**config.mk**
```make
export PLATFORM = sky130hd
export DESIGN_NAME = lav_front
export DESIGN_NICKNAME = d
export VERILOG_FILES = /design/src/sv/assert_macros.svh /design/src/sv/lav_pkg.sv /design/src/sv/lav_front.sv
export SDC_FILE = /design/constraint.sdc
export NUM_CORES = 1
export LEC_CHECK = 0
export ABC_AREA = 0
export BUFFER_PORTS_ARGS = -buffer_cell sky130_fd_sc_hd__clkbuf_2
export CAP_MARGIN = 20
export CORE_UTILIZATION = 40
export DETAILED_ROUTE_END_ITERATION = 8
export PLACE_DENSITY = 0.62
export SETUP_SLACK_MARGIN = 0.4
export SYNTH_ARGS = -nofsm -noshare
export SYNTH_HDL_FRONTEND = slang
export SYNTH_SLANG_ARGS = --single-unit
```
**constraint.sdc**
```tcl
create_clock -name clk -period 13.36 [get_ports clk]
set_clock_uncertainty 0.2 [all_clocks]
set_input_delay 3.34 -clock clk [delete_from_list [all_inputs] [get_ports clk]]
set_output_delay 3.34 -clock clk [all_outputs]
set_load 0.05 [all_outputs]
```
**src/sv/assert_macros.svh**
```systemverilog
// Assertion macros used by the look-at view matrix back end
`ifndef ASSERT_MACROS_SVH
`define ASSERT_MACROS_SVH
`ifndef SYNTHESIS
`define ASSERT_IMPLIES(label, clk, rst_n, a, b) \
	label: assert property (@(posedge clk) disable iff (!rst_n) (a) |-> (b)) \
		else $error("assertion failed");
`define ASSERT_NEXT(label, clk, rst_n, a, b) \
	label: assert property (@(posedge clk) disable iff (!rst_n) (a) |=> (b)) \
		else $error("assertion failed");
`else
`define ASSERT_IMPLIES(label, clk, rst_n, a, b)
`define ASSERT_NEXT(label, clk, rst_n, a, b)
`endif
`endif

```
**src/sv/lav_pkg.sv**
```systemverilog
// Types and helpers shared by the look-at view matrix modules
package lav_pkg;
	localparam int unsigned QueueDepth = 2;

	typedef enum logic [3:0] {
		B_IDLE, B_PRE, B_SQ, B_SQRT, B_DIV, B_CROSS, B_V, B_OFF, B_EMIT
	} bst_t;

	typedef struct packed {
		logic [1:0] row;
		logic signed [31:0] bx;
		logic signed [31:0] by;
		logic signed [31:0] bz;
		logic signed [31:0] offset;
		logic degenerate;
		logic last;
	} row_beat_t;

	typedef struct packed {
		logic signed [32:0] dx;
		logic signed [32:0] dy;
		logic signed [32:0] dz;
		logic signed [31:0] px;
		logic signed [31:0] py;
		logic signed [31:0] pz;
		logic signed [31:0] ux;
		logic signed [31:0] uy;
		logic signed [31:0] uz;
		logic zero;
	} job_t;
endpackage

```
**src/sv/lav_front.sv**
```systemverilog
// Front end: accept items, form the look direction and flag zero vectors
module lav_front
	import lav_pkg::*;
(
	input logic clk,
	input logic arst_n,
	input logic in_valid,
	output logic in_ready,
	input logic func,
	input logic signed [31:0] pos_x,
	input logic signed [31:0] pos_y,
	input logic signed [31:0] pos_z,
	input logic signed [31:0] look_x,
	input logic signed [31:0] look_y,
	input logic signed [31:0] look_z,
	input logic signed [31:0] up_x,
	input logic signed [31:0] up_y,
	input logic signed [31:0] up_z,
	output logic job_valid,
	input logic job_ready,
	output job_t job
);
	logic [1:0] cnt_q;
	job_t mem_q [QueueDepth];
	logic wp_q, rp_q;
	job_t nj;

	always_comb begin
		nj.px = pos_x; nj.py = pos_y; nj.pz = pos_z;
		nj.ux = up_x; nj.uy = up_y; nj.uz = up_z;
		nj.dx = 33'(look_x) - (func ? 33'(pos_x) : 33'sd0);
		nj.dy = 33'(look_y) - (func ? 33'(pos_y) : 33'sd0);
		nj.dz = 33'(look_z) - (func ? 33'(pos_z) : 33'sd0);
		nj.zero = (look_x == (func ? pos_x : 32'sd0)) && (look_y == (func ? pos_y : 32'sd0))
			&& (look_z == (func ? pos_z : 32'sd0))
			|| (up_x == 32'sd0 && up_y == 32'sd0 && up_z == 32'sd0);
	end

	assign in_ready = cnt_q != 2'(QueueDepth);
	assign job_valid = cnt_q != 2'd0;
	assign job = mem_q[rp_q];

	always_ff @(posedge clk) begin
		if (in_valid && in_ready) mem_q[wp_q] <= nj;
	end

	always_ff @(posedge clk or negedge arst_n) begin
		if (!arst_n) begin
			cnt_q <= '0; wp_q <= 1'b0; rp_q <= 1'b0;
		end else begin
			if (in_valid && in_ready) wp_q <= ~wp_q;
			if (job_valid && job_ready) rp_q <= ~rp_q;
			cnt_q <= cnt_q + 2'(in_valid && in_ready) - 2'(job_valid && job_ready);
		end
	end
endmodule

```
**Word-level counts from Yosys, hierarchy flattened**

Memories as Yosys holds them, arrays and structs flattened.
Index checks and enable logic that the tools add are counted.

- Flip-flop bits (word level): 4
- RAM bits: 584
- Input bits: 293
- Output and inout port bits: 294
- Logic and storage cells: 34
- Memories kept: 1

Memories:

| memory | depth | width | rd ports | clocked after memory_dff | write ports | line | text |
|---|---|---|---|---|---|---|---|
| mem_q | 2 | 292 | 1 | 0 | 1 | lav_front.sv:24 | `job_t mem_q [QueueDepth];` |

- Add/sub/neg operators: 5
- Eq/ne operators: 4
- Multiplexer cells: 8
- Bitwise gates (word level): 2
- Reductions and logical operators: 11

Operators with widths:

| cell | count |
|---|---|
| 33-bit 2-to-1 mux | 3 |
| 32-bit by 33-bit subtractor with 33-bit output | 3 |
| 32-bit == test | 3 |
| 32-bit logical NOT | 3 |
| 32-bit 2-to-1 mux | 3 |
| 1-bit logical AND | 6 |
| 2-bit by 1-bit adder with 2-bit output | 1 |
| 1-bit 2-to-1 mux | 2 |
| 2-bit != test (second input constant) | 1 |
| 1-bit inverter | 2 |
| 2-bit nonzero test | 1 |
| 2-bit by 1-bit subtractor with 2-bit output | 1 |
| 1-bit logical OR | 1 |

**Logic depth before layout (Yosys ltp)**

- Depth after elaboration: 5
- Depth in mapped cells: 15
- Depth with buffers taken out: 12

**Least setup slack after synthesis**

No wires, ideal clock.

- Path kind: input -> register
- Start: input in_valid
- End: memory mem_q[0][0] (netlist bit) (enable)
- Library setup time: 0.953 ns
- Arrival time: 15.550 ns
- Required time: 12.207 ns
- Path slack: -3.343 ns
- Stages: 2
- Path buffers: 0
- Cells stage by stage: nand2_1 nor2_1

- Longest elaborated chain between the ends: 3

Ends and longest elaborated chain:

| item | line | text |
|---|---|---|
| start: declaration | lav_front.sv:7 | `input logic in_valid,` |
| 1-bit logical AND | lav_front.sv:44 | `if (in_valid && in_ready) mem_q[wp_q] <= nj;` |
| 1-bit 2-to-1 mux | lav_front.sv:44 |  |
| 1-bit 2-to-1 mux (implied by the code) | lav_front.sv:44 |  |
| end: declaration | lav_front.sv:24 |  |

Every way passes these cells.

==> results.toml <==
[status]
status = "finished clean"

[route]
wl_per_cell_microns = 22.4
dr.first_iter.drc_count = 1447
wirelength_microns = 75000
detail-route-antenna-nets = 0
dr.pass1.iters = 6
vias = 17600
via_per_inst = 5.25
drc = 0

[yosys]
synth_compound_area_share_pct = 6.29
synth-edff-count = 584
ys.flop_type = "edfxtp_1"
synth_area_per_cell_sq_um = 15.0
synth_top_family_by_area = "multiplexers"
synth_top_area_cell = "edfxtp_1"
syn_nets = 2242
ys_types = 62
synth_top_area_share_pct = 64.5
yosysSeqAreaShare_pct = 64.8
synth-simple-area-share_pct = 6.03
synthAdderAreaFrac_pct = 6.38
synth-seq-cells = 588
syn-instance-count = 1812
yosys_warnings = 0
async_flop_share_pct = 0.680
synth_mux_area_share_pct = 12.1
synth.top_cells.by_area = "edfxtp_1 (64%), mux2_2 (12%), ha_1 (6.2%), nand2_1 (2.0%), xnor2_1 (2.0%)"
synth_xor_area_share_pct = 2.93
synth_area_sq_um = 27200

[critical_path]
setup.worst_path.class = "reg2out"
cp_data_arrival_time_ns = 3.95
reg2reg_depth = 6
r2r-end = "mem_q[0][98]$_DFFE_PP_"
required_ns = 9.82
r2r-start = "cnt_q[0]$_DFF_PN0_"
cp_max_fo = 66
cp-start-kind = "flop"
cp-end-kind = "primary output"
r2r_slack_ns = 9.56

[grt]
antenna_found_initial = 18
grt_pass1_wl_microns = 111000
grt_use_total_pct = 21.3
grt_pass1_vias = 18000
grt_max_degree = 69
grt_overflow_total = 0

[floorplanning]
ioPinCount = 587
coreArea_sq_um = 67300
die-area_sq_um = 69100
initial_core_util_pct = 40.4
die_height_microns = 263
rows = 95
die_w_microns = 263

[clock_tree]
cts.htree.levels = 3
ctsResizeCount = 0
clockRootBuffer = "clkbuf_16"
clk_pin_slew_ns = 0.05
cts_tree = "done"
cts_buffer_depth = 3
post_cts_buffers = 0
hold_buffers = 0
clk_latency_ns = 0.59
cts.sinks = 588
cts_buffers = 67

[power]
irDropWorstVdd_v = 0.000127
p_leak_uw = 0.0129
fin_total_pwr_uw = 7780
p_per_area_nw_per_um2 = 234

[final_layout]
nets = 2845
final_common_cell = "clkbuf_2"
drive_gt1_share_pct = 40.6
fill_cells = 5888
area.sequential_sq_um = 17600
multi_input_area_sq_um = 9200
fin_area_sq_um = 33200
syn2layout_area_growth_pct = 22.0
layout_common_cells = "clkbuf_2 (585), edfxtp_1 (584), mux2_2 (293)"

[sta]
max_clock_freq_ghz = 0.134
setup_tns_ns = 0
finalCriticalPeriod_ns = 7.49
drv_slew = 0
hold_viol = 0
worst_slew_pin_slew_ns = 0.966
fin_crit_sh_pct = 56.1
setup_violations = 0
rsz0062_at_grt = "no"
max_slew_margin_pct = 35.6

[placed_design]
gp_congestion = 0.925
portBuffers = 586
dp_hpwl_microns = 56400
place_area_sq_um = 31100

[flow_run]
maxCapViolations = 0

[hold_path]
hold-path-cell-count = 1
worstHoldPathType = "reg2reg"
hold_path.startpoint = "cnt_q[1]$_DFF_PN0_"
min_to = "cnt_q[1]$_DFF_PN0_"
how the worst max path moves through the flow:
stage	from	to	cells past startpoint
3_3_place_gp	func	mem_q[0][225]$_DFFE_PP_	13
4_1_cts	rp_q$_DFFE_PN0P_	job[55]	4
5_1_grt	rp_q$_DFFE_PN0P_	job[55]	4
3_5_place_dp	func	mem_q[0][225]$_DFFE_PP_	14
6_report	rp_q$_DFFE_PN0P_	job[55]	4
2_1_floorplan	in_valid	mem_q[0][0]$_DFFE_PP_	2
per-layer routing:
metal / up-vias / global-route usage [%] / part of all wire (%)
met5: - / 0 / 0.16
met2: 645 / 36.1 / 49
met3: 131 / 7.67 / 8.7
met1: 8594 / 25.0 / 39
met4: 18 / 7.00 / 2.9
li1: 8189 / - / -
final cells by class:
type	count	share of cell area [%]
clock buffer	80	5.33
timing repair buffer	600	9.16
sequential	588	53.2
tap	873	3.29
antenna	9	0.0679
clock inverter	41	0.871
multi-input combinational	1123	27.7
inverter	35	0.396
where the power goes:
group          internal, uW  total (uW)  leakage, uW  switching [uW]
clock                   988        1720      0.00101             733
sequential             2580        2690      0.00547             110
combinational           868        3370      0.00641            2500
cell usage after synthesis (4+ instances only):
cell,n
edfxtp_1,584
nor2_1,36
nor2b_1,14
o21a_1,7
and3_1,14
a21o_1,50
a211oi_1,5
a21oi_1,87
a31oi_1,8
clkbuf_1,64
inv_1,35
o211ai_1,5
nand3_1,19
nand4_1,31
xor2_1,30
o31ai_1,4
nor4_1,30
a31o_2,4
dfrtp_1,4
a221o_1,5
a21boi_0,4
nand2b_1,9
o21ai_0,45
xnor2_1,61
nand2_1,147
o21bai_1,9
a41oi_1,4
ha_1,134
nor3_1,13
and2_1,7
a211o_1,5
mux2_2,293
state kept, by name (all words and copies together), names as in the netlist:
register,cells
rp_q,1
mem_q,584
cnt_q,2
wp_q,1
logic make-up after synthesis:
family | count (synthesis)
AND/OR/NAND/NOR | 337
buffers and inverters | 101
flip-flops | 588
XOR/XNOR | 91
adder cells (fa/ha/maj) | 137
AO/OA/AOI/OAI | 265
multiplexers | 293
critical path: stages (launching register included):
cell	delay, ns
dfrtp_4	0.83
buf_4	0.77
buf_4	0.81
mux2_2	0.46
clkbuf_2	0.25
stage by stage:
step           utilization [%]  setup WS (ns)  hold slack (ns)  cells
3_5_place_dp              46.2           5.55            0.281   3219
4_1_cts                   49.3           5.81            0.293   3340
5_1_grt                   49.3           5.68            0.314   3342
2_1_floorplan                -           1.62            0.260   1812
6_report                  49.3           5.87            0.292   3349
3_3_place_gp              46.2           5.59            0.278   3219
Power figures use the tool's default switching activity.
